**src/design/utf8d_pkg.sv**
```systemverilog
// utf8d_pkg: types and constants shared by the UTF-8 decoder with Latin-1 fallback.
// Holds the job record that passes from the front end to the result stage.
// No dependencies.
package utf8d_pkg;

	localparam int CpW    = 21;
	localparam int ByteW  = 8;
	localparam int MaxRes = 4;

	typedef logic [CpW-1:0]   cp_t;
	typedef logic [ByteW-1:0] byte_t;

	// One job: up to four results caused by a single input byte
	typedef struct packed {
		logic [2:0]              cnt;
		logic [MaxRes-1:0]       seq;
		cp_t  [MaxRes-1:0]       cp;
	} job_t;

	// Lead byte ranges
	localparam byte_t Lead4Lo = 8'hF0;
	localparam byte_t Lead4Hi = 8'hF4;
	localparam byte_t Lead3Lo = 8'hE0;
	localparam byte_t Lead3Hi = 8'hEF;
	localparam byte_t Lead2Lo = 8'hC2;
	localparam byte_t Lead2Hi = 8'hDF;

	// Continuation test: (b & ContMask) == ContTag
	localparam byte_t ContMask = 8'hC0;
	localparam byte_t ContTag  = 8'h80;

	// Validity limits on decoded scalars
	localparam cp_t Min3    = 21'h000800;
	localparam cp_t Min4    = 21'h010000;
	localparam cp_t SurrLo  = 21'h00D800;
	localparam cp_t SurrHi  = 21'h00DFFF;
	localparam cp_t CpMax   = 21'h10FFFF;

	// Continuations needed by a lead byte
	localparam logic [1:0] NeedNone = 2'd0;
	localparam logic [1:0] NeedOne  = 2'd1;
	localparam logic [1:0] NeedTwo  = 2'd2;
	localparam logic [1:0] NeedThree = 2'd3;

endpackage

```
**src/design/utf8d_front.sv**
```systemverilog
// utf8d_front: accepts text bytes, keeps the pending sequence, classifies each byte
// and builds the job of results it causes.
// Depends on utf8d_pkg.
module utf8d_front (
	input  logic              clk,
	input  logic              arst_n,
	input  logic              acc,
	input  utf8d_pkg::byte_t  text_byte,
	output logic              job_push,
	output utf8d_pkg::job_t   job
);
	import utf8d_pkg::*;

	byte_t      held_q [3];
	byte_t      held_d [3];
	logic [1:0] cnt_q, cnt_d;
	logic [1:0] len_q, len_d;
	logic       is_cont;
	logic [1:0] need_new;
	cp_t        v;
	logic       ok;

	assign is_cont = (text_byte & ContMask) == ContTag;

	always_comb begin
		if (text_byte >= Lead4Lo && text_byte <= Lead4Hi) begin
			need_new = NeedThree;
		end else if (text_byte >= Lead3Lo && text_byte <= Lead3Hi) begin
			need_new = NeedTwo;
		end else if (text_byte >= Lead2Lo && text_byte <= Lead2Hi) begin
			need_new = NeedOne;
		end else begin
			need_new = NeedNone;
		end
	end

	// Assemble the scalar as if this byte completes the held sequence
	always_comb begin
		case (len_q)
			NeedOne: begin
				v = {10'd0, held_q[0][4:0], text_byte[5:0]};
				ok = 1'b1;
			end
			NeedTwo: begin
				v = {5'd0, held_q[0][3:0], held_q[1][5:0], text_byte[5:0]};
				ok = (v >= Min3) && !(v >= SurrLo && v <= SurrHi);
			end
			NeedThree: begin
				v = {held_q[0][2:0], held_q[1][5:0], held_q[2][5:0], text_byte[5:0]};
				ok = (v >= Min4) && (v <= CpMax);
			end
			default: begin
				v = '0;
				ok = 1'b1;
			end
		endcase
	end

	always_comb begin
		held_d = held_q;
		cnt_d  = cnt_q;
		len_d  = len_q;
		job.seq = '0;
		// Fallback layout: held bytes in order, the new byte just after them
		job.cp[0] = {13'd0, (cnt_q == 2'd0) ? text_byte : held_q[0]};
		job.cp[1] = {13'd0, (cnt_q == 2'd1) ? text_byte : held_q[1]};
		job.cp[2] = {13'd0, (cnt_q == 2'd2) ? text_byte : held_q[2]};
		job.cp[3] = {13'd0, text_byte};
		job.cnt   = 3'd0;
		if (cnt_q != 2'd0 && is_cont) begin
			if (cnt_q == len_q) begin
				if (ok) begin
					job.cnt    = 3'd1;
					job.cp[0]  = v;
					job.seq[0] = 1'b1;
				end else begin
					job.cnt = {1'b0, cnt_q} + 3'd1;
				end
				cnt_d = 2'd0;
				len_d = NeedNone;
			end else begin
				case (cnt_q)
					2'd1: held_d[1] = text_byte;
					2'd2: held_d[2] = text_byte;
					default: ;
				endcase
				cnt_d = cnt_q + 2'd1;
			end
		end else begin
			// flush anything held, then treat the byte afresh
			job.cnt = {1'b0, cnt_q};
			cnt_d   = 2'd0;
			len_d   = NeedNone;
			if (text_byte != '0) begin
				if (need_new != NeedNone) begin
					held_d[0] = text_byte;
					cnt_d     = 2'd1;
					len_d     = need_new;
				end else begin
					job.cnt = {1'b0, cnt_q} + 3'd1;
				end
			end
		end
	end

	assign job_push = acc && (job.cnt != 3'd0);

	always_ff @(posedge clk or negedge arst_n) begin
		if (!arst_n) begin
			cnt_q <= 2'd0;
			len_q <= NeedNone;
		end else if (acc) begin
			cnt_q <= cnt_d;
			len_q <= len_d;
		end
	end

	always_ff @(posedge clk) begin
		if (acc) begin
			held_q <= held_d;
		end
	end

endmodule

```
**src/design/utf8d_queue.sv**
```systemverilog
// utf8d_queue: short job queue between the front end and the result stage.
// Depends on utf8d_pkg.
module utf8d_queue #(
	parameter int Depth = 4
) (
	input  logic             clk,
	input  logic             arst_n,
	input  logic             push,
	input  utf8d_pkg::job_t  wr_job,
	input  logic             pop,
	output utf8d_pkg::job_t  rd_job,
	output logic             full,
	output logic             empty
);
	import utf8d_pkg::*;

	localparam int AW = (Depth > 1) ? $clog2(Depth) : 1;
	localparam int CW = $clog2(Depth + 1);

	job_t          mem_q [Depth];
	logic [AW-1:0] wr_ptr_q, rd_ptr_q;
	logic [CW-1:0] count_q;

	assign full   = count_q == CW'(Depth);
	assign empty  = count_q == '0;
	assign rd_job = mem_q[rd_ptr_q];

	always_ff @(posedge clk) begin
		if (push) begin
			mem_q[wr_ptr_q] <= wr_job;
		end
	end

	always_ff @(posedge clk or negedge arst_n) begin
		if (!arst_n) begin
			wr_ptr_q <= '0;
			rd_ptr_q <= '0;
			count_q  <= '0;
		end else begin
			if (push) begin
				wr_ptr_q <= (wr_ptr_q == AW'(Depth - 1)) ? '0 : wr_ptr_q + AW'(1);
			end
			if (pop) begin
				rd_ptr_q <= (rd_ptr_q == AW'(Depth - 1)) ? '0 : rd_ptr_q + AW'(1);
			end
			if (push && !pop) begin
				count_q <= count_q + CW'(1);
			end else if (pop && !push) begin
				count_q <= count_q - CW'(1);
			end
		end
	end

endmodule

```
**src/design/utf8d_back.sv**
```systemverilog
// utf8d_back: walks the head job one result per cycle into the output register
// when that register is empty or popped. Depends on utf8d_pkg.
module utf8d_back (
	input  logic             clk,
	input  logic             arst_n,
	input  logic             head_valid,
	input  utf8d_pkg::job_t  head_job,
	output logic             head_pop,
	input  logic             pop,
	output logic             empty,
	output utf8d_pkg::cp_t   code_point,
	output logic             from_sequence,
	output logic             last_of_run
);
	import utf8d_pkg::*;

	logic [1:0] idx_q;
	logic       out_valid_q;
	cp_t        cp_q;
	logic       seq_q, last_q;
	logic       load, at_last;

	assign load     = head_valid && (!out_valid_q || pop);
	assign at_last  = idx_q == 2'(head_job.cnt - 3'd1);
	assign head_pop = load && at_last;

	always_ff @(posedge clk or negedge arst_n) begin
		if (!arst_n) begin
			idx_q       <= 2'd0;
			out_valid_q <= 1'b0;
		end else begin
			if (load) begin
				idx_q       <= at_last ? 2'd0 : idx_q + 2'd1;
				out_valid_q <= 1'b1;
			end else if (pop) begin
				out_valid_q <= 1'b0;
			end
		end
	end

	always_ff @(posedge clk) begin
		if (load) begin
			cp_q   <= head_job.cp[idx_q];
			seq_q  <= head_job.seq[idx_q];
			last_q <= at_last;
		end
	end

	assign empty         = !out_valid_q;
	assign code_point    = cp_q;
	assign from_sequence = seq_q;
	assign last_of_run   = last_q;

endmodule

```
**src/design/utf8_decoder_latin1_fallback_core.sv**
```systemverilog
// utf8_decoder_latin1_fallback_core: streaming UTF-8 decoder, Latin-1 fallback.
// Top level; instantiates utf8d_front, utf8d_queue and utf8d_back, uses utf8d_pkg.
//
//   channel  | handshake          | payload
//   ---------+--------------------+-----------------------------------------------
//   input    | push / full        | text_byte[7:0]
//   result   | empty / pop        | code_point[20:0], from_sequence, last_of_run
//
// The front end takes one byte per cycle while the job queue has room; each byte
// turns into a job of zero to four results in the same cycle; empty jobs are not queued.
// The result stage issues one result per cycle while the result side keeps popping;
// bursts of fallback output are soaked up by the job queue.
// Each result is held in the job queue and then in the output register before it appears.
// Reset (arst_n low) drops the pending sequence, all queued jobs and the result.
// full follows the job queue alone; a stalled result side backs up into it.
module utf8_decoder_latin1_fallback_core #(
	parameter int QueueDepth = 4
) (
	input  logic                  clk,
	input  logic                  arst_n,
	input  logic                  push,
	output logic                  full,
	input  utf8d_pkg::byte_t      text_byte,
	output logic                  empty,
	input  logic                  pop,
	output utf8d_pkg::cp_t        code_point,
	output logic                  from_sequence,
	output logic                  last_of_run
);
	import utf8d_pkg::*;

	logic acc;        // input transaction this cycle
	logic job_push;   // the byte produced at least one result
	job_t new_job;
	job_t head_job;
	logic q_full, q_empty, q_pop;

	assign acc  = push && !q_full;
	assign full = q_full;

	// Front: pending-sequence tracking and classification
	utf8d_front u_front (
		.clk       (clk),
		.arst_n    (arst_n),
		.acc       (acc),
		.text_byte (text_byte),
		.job_push  (job_push),
		.job       (new_job)
	);

	// Decoupling queue of jobs
	utf8d_queue #(
		.Depth (QueueDepth)
	) u_queue (
		.clk    (clk),
		.arst_n (arst_n),
		.push   (job_push),
		.wr_job (new_job),
		.pop    (q_pop),
		.rd_job (head_job),
		.full   (q_full),
		.empty  (q_empty)
	);

	// Back: one result per transaction on the result side
	utf8d_back u_back (
		.clk           (clk),
		.arst_n        (arst_n),
		.head_valid    (!q_empty),
		.head_job      (head_job),
		.head_pop      (q_pop),
		.pop           (pop),
		.empty         (empty),
		.code_point    (code_point),
		.from_sequence (from_sequence),
		.last_of_run   (last_of_run)
	);

`ifndef SYNTHESIS
	// A decoded sequence is always the only result of its byte
	a_seq_is_last: assert property (@(posedge clk) disable iff (!arst_n)
		!empty && from_sequence |-> last_of_run)
		else $error("decoded scalar not marked last of run");

	// Decoded scalars are multi-byte and in range
	a_seq_range: assert property (@(posedge clk) disable iff (!arst_n)
		!empty && from_sequence |-> (code_point >= 21'h80 && code_point <= CpMax))
		else $error("decoded scalar out of range");

	// Fallback results are single bytes
	a_byte_range: assert property (@(posedge clk) disable iff (!arst_n)
		!empty && !from_sequence |-> code_point[20:8] == '0)
		else $error("fallback result wider than a byte");

	// No job is written into a full queue
	a_no_overflow: assert property (@(posedge clk) disable iff (!arst_n)
		job_push |-> !q_full)
		else $error("job queue overflow");
`endif

endmodule
```
**config.mk**
```make
export PLATFORM = sky130hd
export DESIGN_NAME = utf8_decoder_latin1_fallback_core
export DESIGN_NICKNAME = d
export VERILOG_FILES = /design/src/design/utf8d_pkg.sv /design/src/design/utf8d_front.sv /design/src/design/utf8d_queue.sv /design/src/design/utf8d_back.sv /design/src/design/utf8_decoder_latin1_fallback_core.sv
export SDC_FILE = /design/constraint.sdc
export NUM_CORES = 1
export LEC_CHECK = 0
export ABC_AREA = 1
export BUFFER_PORTS_ARGS = -buffer_cell sky130_fd_sc_hd__buf_2
export CAP_MARGIN = 20
export CORE_MARGIN = 10
export CORE_UTILIZATION = 30
export CTS_BUF_LIST = sky130_fd_sc_hd__clkbuf_4
export CTS_CLUSTER_SIZE = 25
export DETAILED_ROUTE_END_ITERATION = 7
export PLACE_DENSITY_LB_ADDON = 0.1
export SYNTH_ARGS = -nofsm -noshare
export SYNTH_HDL_FRONTEND = slang
export SYNTH_HIERARCHICAL = 1
export SYNTH_SLANG_ARGS = --single-unit
```
**constraint.sdc**
```tcl
create_clock -name clk -period 4.03 [get_ports clk]
set_input_delay 0.806 -clock clk [delete_from_list [all_inputs] [get_ports clk]]
set_output_delay 0.806 -clock clk [all_outputs]
set_load 0.01 [all_outputs]
```
Word-level counts from Yosys, hierarchy flattened
Memory sizes are Yosys's and may differ from the RTL's.
Index checks and enable logic that the tools add are counted.
- latch bits: 0
- input bits: 12
- output and inout port bits: 25
- memory bits (writable): 196
- flip-flop bits (word level): 61
- ROM bits: 0
- memories: 1
- word-level logic and storage cells: 119
- memories (name ; words ; width ; read ports ; clocked after Yosys merged registers in ; wr ports ; line ; text):
    u_queue.mem_q ; 4 ; 49 ; 1 ; 0 ; 1 ; utf8d_queue.sv:20 ; job_t mem_q [Depth];
- shift operators: 0
- $mul: 0
- bitwise logic cells: 2
- reductions and logical operators: 31
- mux-type cells: 40
- $lt $le $gt $ge: 12
- div/mod/pow operators: 0
- equality and inequality tests: 12
- $add $sub $neg: 8
- operators with widths (kind ; count):
    $mux W21 ; 4
    $pmux W21 S3 ; 1
    $bmux W21 S2 ; 1
    $ge A8 B8 Y1 const B ; 3
    $le A8 B8 Y1 const B ; 3
    $mux W2 ; 12
    $mux W8 ; 3
    $ge A21 B17 Y1 const B ; 1
    $le A21 B21 Y1 const B ; 1
    $mux W3 ; 7
    $ge A16 B12 Y1 const B ; 1
    $ge A16 B16 Y1 const B ; 1
    $le A16 B16 Y1 const B ; 1
    $logic_and A1 B1 Y1 ; 13
    $eq A2 B2 Y1 const B ; 6
    $mux W1 ; 10
    $add A2 B1 Y2 const B ; 4
    $reduce_bool A2 Y1 ; 4
    $reduce_bool A8 Y1 ; 1
    $logic_not A1 Y1 ; 6
    $eq A2 B1 Y1 const B ; 2
    $eq A2 B2 Y1 ; 2
    $reduce_and A4 Y1 ; 1
    $add A2 B1 Y3 const B ; 1
    15 further kinds ; 16

Logic depth before layout (Yosys ltp)
- depth after elaboration: 15
- depth in mapped cells: 21

By module
The synthesis kept the hierarchy.
- by module, submodules not included (module ; times used ; sequential area each (um^2) ; cells an instance ; area an instance (um^2)):
    utf8d_queue ; 1 ; 11105.7 ; 1113 ; 14978.1
    utf8d_front ; 1 ; 820.8 ; 300 ; 2364.8
    utf8d_back ; 1 ; 765.7 ; 178 ; 1522.7
    utf8_decoder_latin1_fallback_core ; 1 ; 0.0 ; 3 ; 13.8

Worst setup path after synthesis
Ideal clock, no wire load.
- path type: flip-flop to flip-flop
- start: register u_front.cnt_q[0]
- end: memory u_queue/mem_q[3][0] (netlist name), enable pin
- setup slack: -0.198 ns
- clock period less this slack: 4.228 ns
- library setup time: 0.444 ns
- data arrival time: 3.784 ns
- cell stages (with the launch flop): 13
- path through: dfrtp_1 -> inv_1 -> ha_1 -> buf_6 -> nor3_4 -> inv_1 -> nor2_4 -> nand3_4 -> nand3_1 -> nor2_1 -> nor2_1 -> nand2_1 -> inv_1
- RTL lines (item ; line ; text):
    start: declaration ; utf8d_front.sv:16 ; logic [1:0] cnt_q, cnt_d;
    start signal: assignment ; utf8d_front.sv:113 ; cnt_q <= cnt_d;
    end: declaration ; utf8d_queue.sv:20 ;

==> run summary <==
The end of the worst register-to-register path is u_queue/count_q[2]. Height of the chip: 270 microns. In this run, CTS created clock tree buffers numbering 119.

The met3 wirelength from detailed routing was 1980 microns; the standard-cell row count was 91. Final routed DRC violation total: 0. The switching power share of the total was 0.374; the die width was 270 microns. The run gives 0.125 as the total global routing track utilization. The routed via count divided by cell count is 4.39. Counting every sink on the clock net gives 421. The number of cells in the finished layout apart from fillers is 2,613.

The tools report the number of inserted filler cells in the final layout as 6,338. The number of primary I/O pins came out at 37. Slowest cell on the critical path: sky130_fd_sc_hd__dfrtp_1. The tools report the clock tree buffer depth as 3.

The kind of cell with the highest combined delay along the critical path is simple AND/OR/NAND/NOR gates. In this run the power density over the cells is 718 nW/um^2. In the final routed layout, each cell accounts on average for 17.4 microns. The number of gates resized after CTS was 0. The clock arrives with 62.7 ps of skew. The routed design could run at a clock period as short as 3290 ps. The pin count of the biggest net entering global routing is 251, and the number of instances in the placed design is 2,390.

The worst setup path is launched from a register. The net switching power is 0.00561 W. The sequential cell fraction of total power is 0.417, and the post-synth design cell area is 18,700 sq um. The slew at the pin closest to its max-slew limit came out at 1270 ps.

The run finished with clean final reports. Each instance of the synthesized netlist takes up on average 11.8 sq um. The tools report the final-stage net count as 1,698. The top metal layer carrying routed signals was met5.

The tools report the worst min-delay path endpoint as u_back/out_valid_q. The tool flagged a number of max-cap violations equal to 0. The congestion estimate from routability-driven global placement came to 0.801.

After detailed routing, the total wire length is 45,400 microns. The tools report the die outline area as 72,800 sq um. The number of global-route vias before repair was 11,407; the register-to-register setup slack was 740 ps. In this run the number of H-tree levels came out at 3. The startpoint-to-endpoint class of the critical path is register to register. Synthesis produced a netlist whose cell count is 1,582. After clock tree synthesis, the clock-pin slew on the worst setup and hold paths is 60 ps. The length of routed met2 wiring came out at 20,700 microns.

The initial core utilization was 0.303. The final worst-path cycle share is 0.817, and the combinational power share is 0.327. The final HPWL from detailed placement came out at 26,100 microns.

The worst setup path is captured at a register. STA puts the critical path data required time at 4750 ps. TritonCTS built the clock tree. The number of hold violations in the final report was 0. Worst hold path class: input pin to register. The origin of the critical flop-to-flop path was u_front/cnt_q[0].

The count of buffers added on input and output ports is 36. The number of antenna violations at the first check in global routing came out at 4. The area of placed instances was 19,300 sq um.

The proportion of layout cells with a drive suffix above 1 was 0.166; the clock latency reported for the late side of the worst-skew pair was 880 ps. The detailed router finished its first iteration with 632 violations. The max-slew headroom at the worst pin was 0.153; the signed area change from the synthesized netlist to the final layout was 11.6%. Data arrives at the worst endpoint at 4010 ps.

For this block, wires on met1 add up to 21,700 microns. The first global-routing pass estimated 69,200 microns of wire. The number of warning messages in the yosys log was 6.

In this run the static leakage power is 8.17 nW. After routing the design area is 20,900 sq um. The region available for standard cell placement spans 61,700 sq um. The tools report the fraction of the core area covered by cells at the end of the flow as 0.338.

The tools report the critical hold path startpoint as pop. For the worst flop-to-flop path, the logic depth is 17. Traced cell by cell, the critical path runs through inv_1 -> ha_1 -> nor3_4 -> inv_1 -> nor2_4 -> nand3_4 -> nand3_1 -> nor2_1 -> nor2_1 -> buf_4 -> ha_1 -> inv_1 -> fa_1 -> nand2_1 -> nand3_1 -> nand2_1 -> nand2_1.

For the clock share of power, the log shows 0.256. The max-slew violation total from the final report is 0, and the count of nets left with antenna violations after detail routing is 0. The run gives 0.000562 V as the largest vdd supply drop. For the final setup TNS, the log shows 0 ps. Setup repair after global routing left no endpoint under its margin. The total buffers and inverters traversed by the critical path was 4.

The worst hold path was traced through 4 stages. Derived from the worst setup path, the maximum achievable clock frequency is 304 MHz. The total overflow left after global routing is 0.

For the count of TritonRoute iterations in the first routing pass, the log shows 5. The largest driver fanout on the critical path came out at 17. The final setup violation count came out at 0. The cell-internal power is 0.00938 W, and the total vias in the final route is 11,476. The largest single stage delay on the critical path is 450 ps. In this run the clock root is driven by a sky130_fd_sc_hd__clkbuf_4.
-- worst max path at each step --
stage	start	endpoint	slack [ps]	cells past startpoint
after floorplan	text_byte[5]	u_queue/mem_q[3][0]	550	11
after global placement	u_front/cnt_q[0]	u_queue/mem_q[2][68]	780	13
after detailed placement	text_byte[2]	u_queue/mem_q[2][65]	740	15
after CTS	u_front/cnt_q[0]	u_queue/mem_q[2][47]	730	13
after global routing	u_front/cnt_q[0]	u_queue/count_q[2]	450	17
final	u_front/cnt_q[0]	u_queue/count_q[2]	740	17
-- power groups by stage --
stage	Sequential (W)	Clock, W	Combinational, W
after floorplan	0.00633	0	0.00359
after global placement	0.00636	0	0.00505
after detailed placement	0.00636	0	0.00506
after CTS	0.00627	0.00401	0.00508
after global routing	0.00633	0.00427	0.00556
final	0.00625	0.00383	0.00490
-- what timing repair did --
item,4_1_cts,5_1_grt
hold buffers,1,0
setup buffers,0,0
endpoints found under the hold margin,14,0
-- metal layers --
layer	vias to the layer above	GRT usage
met1	5485	0.166
li1	5678	-
met3	89	0.0319
met2	222	0.193
met4	2	0.0455
met5	-	0
-- cell type report --
class | count | area (sq um) | share of cell area
Antenna cell | 6 | 15.0 | 0.000719
Multi-Input combinational cell | 832 | 4320 | 0.207
Clock inverter | 41 | 199 | 0.00953
Timing Repair Buffer | 61 | 483 | 0.0231
Inverter | 240 | 932 | 0.0446
Tap cell | 837 | 1050 | 0.0501
Sequential cell | 421 | 12600 | 0.602
Clock buffer | 175 | 1310 | 0.0629
-- flip-flops by register name, summed over array words and instances, names as in the netlist --
register,flops
u_back/out_valid_q,1
u_queue/rd_ptr_q,2
u_back/last_of_run,1
u_queue/count_q,3
u_queue/mem_q,360
u_front/held_q,24
u_back/code_point,21
u_back/idx_q,2
u_front/len_q,2
u_front/cnt_q,2
u_queue/wr_ptr_q,2
u_back/from_sequence,1
-- per-stage QoR --
step / power (W) / hold WS, ps / setup WS (ps)
floorplan: 0.00991 / 463 / 546
detailed placement: 0.0114 / 488 / 736
global placement: 0.0114 / 503 / 778
global route: 0.0162 / 156 / 452
finish: 0.0150 / 243 / 737
CTS: 0.0154 / 134 / 733
-- cells in the final DEF (no fill, tap or decap), types with 5 or more instances in the layout --
| cell | count |
|---|---|
| sky130_fd_sc_hd__clkbuf_4 | 175 |
| sky130_fd_sc_hd__o211ai_1 | 180 |
| sky130_fd_sc_hd__ha_1 | 10 |
| sky130_fd_sc_hd__nand2_1 | 355 |
| sky130_fd_sc_hd__a21oi_1 | 12 |
| sky130_fd_sc_hd__diode_2 | 6 |
| sky130_fd_sc_hd__nand2_2 | 5 |
| sky130_fd_sc_hd__buf_12 | 9 |
| sky130_fd_sc_hd__o22ai_1 | 25 |
| sky130_fd_sc_hd__buf_4 | 15 |
| sky130_fd_sc_hd__inv_1 | 224 |
| sky130_fd_sc_hd__o21ai_2 | 10 |
| sky130_fd_sc_hd__o21ai_0 | 72 |
| sky130_fd_sc_hd__nand3_1 | 21 |
| sky130_fd_sc_hd__edfxtp_1 | 407 |
| sky130_fd_sc_hd__dfrtp_1 | 12 |
| sky130_fd_sc_hd__clkinv_1 | 33 |
| sky130_fd_sc_hd__nor2_2 | 7 |
| sky130_fd_sc_hd__nor2_1 | 69 |
| sky130_fd_sc_hd__conb_1 | 42 |
| sky130_fd_sc_hd__inv_2 | 9 |
| sky130_fd_sc_hd__buf_2 | 36 |
-- worst reg2reg max path: stages (launching register included) --
cell                      delay [ps]
sky130_fd_sc_hd__dfrtp_1         450
sky130_fd_sc_hd__inv_1           140
sky130_fd_sc_hd__ha_1            420
sky130_fd_sc_hd__nor3_4          290
sky130_fd_sc_hd__inv_1           110
sky130_fd_sc_hd__nor2_4          150
sky130_fd_sc_hd__nand3_4         160
sky130_fd_sc_hd__nand3_1         220
sky130_fd_sc_hd__nor2_1           70
sky130_fd_sc_hd__nor2_1           90
sky130_fd_sc_hd__buf_4           170
sky130_fd_sc_hd__ha_1            190
sky130_fd_sc_hd__inv_1            70
sky130_fd_sc_hd__fa_1            380
sky130_fd_sc_hd__nand2_1         110
sky130_fd_sc_hd__nand3_1          80
sky130_fd_sc_hd__nand2_1          60
sky130_fd_sc_hd__nand2_1          50
(Power assumes the default switching activity.)
